--- config.mk ---
export PLATFORM = sky130hd
export DESIGN_NAME = smm_ram
export DESIGN_NICKNAME = d
export VERILOG_FILES = /design/src/smm_ram.sv
export SDC_FILE = /design/constraint.sdc
export NUM_CORES = 2
export LEC_CHECK = 0
export BUFFER_PORTS_ARGS = -buffer_cell sky130_fd_sc_hd__clkbuf_2
export CAP_MARGIN = 5
export CORE_MARGIN = 5
export CORE_UTILIZATION = 60
export CTS_BUF_LIST = sky130_fd_sc_hd__clkbuf_8 sky130_fd_sc_hd__clkbuf_16
export DETAILED_ROUTE_END_ITERATION = 12
export PLACE_DENSITY = 0.76
export SYNTH_ARGS = -nofsm -noshare
export SYNTH_HDL_FRONTEND = slang
export SYNTH_SLANG_ARGS = --single-unit
--- constraint.sdc ---
create_clock -name clk -period 3.8 [get_ports clk]
set_clock_uncertainty 0.2 [all_clocks]
set_input_delay 0.95 -clock clk [delete_from_list [all_inputs] [get_ports clk]]
set_output_delay 0.95 -clock clk [all_outputs]
set_load 0.005 [all_outputs]
--- src/smm_ram.sv ---
module smm_ram #(
  parameter int WIDTH = 16,
  parameter int DEPTH = 256
) (
  input  logic                                    clk,
  input  logic                                    wr_en,
  input  logic [((DEPTH > 1) ? $clog2(DEPTH) : 1)-1:0] wr_addr,
  input  logic [WIDTH-1:0]                        wr_data,
  input  logic [((DEPTH > 1) ? $clog2(DEPTH) : 1)-1:0] rd_addr,
  output logic [WIDTH-1:0]                        rd_data
);

  logic [WIDTH-1:0] mem [DEPTH];

  // Write one word, read one word with registered output
  always_ff @(posedge clk) begin
    if (wr_en) begin
      mem[wr_addr] <= wr_data;
    end
    rd_data <= mem[rd_addr];
  end

endmodule

==> flow_summary.json <==
{
  "status": "complete, no violations",
  "ir_worst_vdd_mv": 0.480,
  "yosysTopAreaCell": "edfxtp_1",
  "coreArea_um2": 263000,
  "hold_buffers": 0,
  "cts.clk_slew.worst_paths_ns": 0.06,
  "synth-seq-cells": 4112,
  "max_stage_delay_ns": 1.02,
  "cts_buffer_depth": 4,
  "rr_worst_depth": 6,
  "cp_num_buf_inv": 4,
  "netlist_area_um2": 159000,
  "tns_ns": 0,
  "ant_nets": 0,
  "rows": 188,
  "nFillCells": 15300,
  "drive_above_1_share": 0.275,
  "synth.distinct_cells": 52,
  "yosys-top-cells-area": "edfxtp_1 77%, mux4_2 11%, mux2i_1 3.6%",
  "area_growth_pct": 14.3,
  "drt-vias-per-instance": 6.89,
  "min_path_cells": 1,
  "holdWs_ns": 0.153,
  "wl_per_cell_um": 35.0,
  "crit_slowest_cell": "o32ai_1",
  "gp_routability_congestion": 0.881,
  "fmax_mhz": 265,
  "cts_root_buffer": "clkbuf_16",
  "synth.top_cells.by_count": "4,096 x edfxtp_1, 797 x mux4_2, 565 x mux2i_1, 304 x nor2_1, 252 x o221ai_1",
  "postSynthAreaPerCell_um2": 21.6,
  "numCtsBuffers": 398,
  "synth_flop_cell": "edfxtp_1",
  "synth-edff-count": 4096,
  "cts_tree": "done",
  "required_ns": 4.35,
  "nets": 8205,
  "grt_max_degree": 153,
  "ioPinCount": 50,
  "overflow": 0,
  "cp_cell_sequence": "buf_12 -> buf_12 -> buf_4 -> mux4_2 -> mux4_2 -> a22o_1 -> o32ai_1 -> buf_4 -> nor4_1",
  "grt_pass1_wl_um": 602000,
  "crit_path_end_kind": "flop",
  "routed_wl_um": 421000,
  "period_share": 0.993,
  "yosys_warnings": 0,
  "die_x_um": 524,
  "cp.depth": 9,
  "cp_top_family": "compound AO/OA/AOI/OAI gates",
  "cap_viol_max_count": 0,
  "grt_util_all_layers": 0.307,
  "num_vias": 82800,
  "hold_violations": 0,
  "first_pass_iters": 6,
  "dieArea_um2": 275000,
  "first_global_vias": 82700,
  "synth_nets": 7394,
  "max_slew_margin": 0.0890,
  "p_per_area_nw_per_um2": 513,
  "initial_core_util": 0.604,
  "path_class": "in2reg",
  "synth_cells": 7360,
  "route.detailed.drc": 0,
  "post-dp-hpwl_um": 253000,
  "synth_top_cell_area_share": 0.775,
  "grt_antenna_before_repair": 32,
  "critPathMaxFanout": 15,
  "fp.dieH_um": 524,
  "report.final.setup_viol": 0,
  "htree_num_levels": 5,
  "ys_seq_area_frac": 0.777,
  "min_path_type": "in2reg",
  "worst-slew-pin-transition_ns": 1.36,
  "arrival_ns": 4.32,
  "synth_most_common_cell": "edfxtp_1",
  "slew_viol_final": 0,
  "post_cts_buffers": 0,
  "rsz0062_at_grt": "no",
  "p_leak_uw": 0.0589,
  "first_iter_violations": 12700,
  "cts.sinks": 4112,
  "insertion_delay_ns": 0.93,
  "post_cts_resized": 0,
  "period_minus_slack_ns": 3.77,
  "io_buffer_count": 49,
  "async_reset_ff_frac": 0,
  "crit_path_start_kind": "input pin"
}
[path summary, 6_finish.rpt]
path / slack [ns] / endpoint / startpoint
worst min-delay path: 0.15 / mem[246][2]$_DFFE_PP_ / wr_data[2]
worst min register to register: 0.86 / rd_data[9]$_DFF_P_ / mem[194][9]$_DFFE_PP_
worst max-delay path: 0.03 / rd_data[0]$_DFF_P_ / rd_addr[0]
worst max register to register: 0.31 / rd_data[0]$_DFF_P_ / mem[52][0]$_DFFE_PP_
[flip-flops by register name, indices dropped and copies added (netlist names)]
signal,cells
rd_data,16
mem,4096
[layer usage]
layer  global-route usage  up-vias  wire, um
li1                     -    32900         -
met4                0.136       20     20900
met3               0.0744      962     52200
met1                0.421    43000    147000
met5              0.00502        -       268
met2                0.477     5974    200000
[final cells by class]
| class | instances | area, um^2 | area share |
|---|---|---|---|
| Antenna cell | 23 | 57.6 | 0.000317 |
| Clock buffer | 405 | 10100 | 0.0559 |
| Multi-Input combinational cell | 2792 | 32800 | 0.181 |
| Timing Repair Buffer | 863 | 8280 | 0.0457 |
| Tap cell | 3515 | 4400 | 0.0243 |
| Sequential cell | 4112 | 123000 | 0.680 |
| Clock inverter | 313 | 2270 | 0.0125 |
| Inverter | 4 | 27.5 | 0.000152 |
[cell families (layout without fill, tap and decap cells)]
logic type / after synthesis / count (layout) / share of synthesized area
other cells: 0 / 23 / 0
simple gates: 556 / 556 / 0.0157
mux: 1450 / 1450 / 0.155
flops: 4112 / 4112 / 0.777
compound gates: 786 / 786 / 0.0354
buf+inv: 456 / 1585 / 0.0169
[placed cells by master, fill, tap and decap left out, types with 9 or more instances in the layout]
master / instances
mux4_2: 797
nand3_1: 26
a221oi_1: 28
and3_1: 11
nand4_1: 26
o31ai_1: 16
o221ai_1: 252
o21ai_0: 37
dfxtp_1: 16
nor2_2: 23
bufinv_16: 28
nor3_1: 90
a22o_1: 32
nand3_2: 9
nand2_1: 38
mux2_2: 88
inv_1: 86
mux2i_1: 565
o32ai_1: 20
inv_6: 11
clkinv_1: 96
nor2b_1: 9
edfxtp_1: 4096
clkbuf_16: 405
buf_12: 139
nor4_1: 17
o22ai_1: 148
a211oi_1: 18
diode_2: 23
clkbuf_2: 28
clkinv_2: 70
buf_8: 17
a21oi_1: 175
clkinvlp_4: 12
a22oi_1: 43
nor2_1: 281
buf_4: 677
[through the flow]
stage	utilization	setup slack [ns]	area, um^2	std cells	power, uW
2_1_floorplan	-	0.485	159000	7360	53500
3_3_place_gp	0.643	-0.767	169000	11300	55900
3_5_place_dp	0.643	-0.754	169000	11300	56000
4_1_cts	0.690	0.190	181000	12000	93300
5_1_grt	0.690	0.0997	181000	12000	95500
6_report	0.690	0.0279	181000	12000	93100
[power breakdown]
group / switching [uW] / internal [uW]
Combinational: 3210 / 1900
Sequential: 87.2 / 50000
Clock: 16700 / 21200
Total: 19900 / 73100
(Power assumes the default switching activity.)
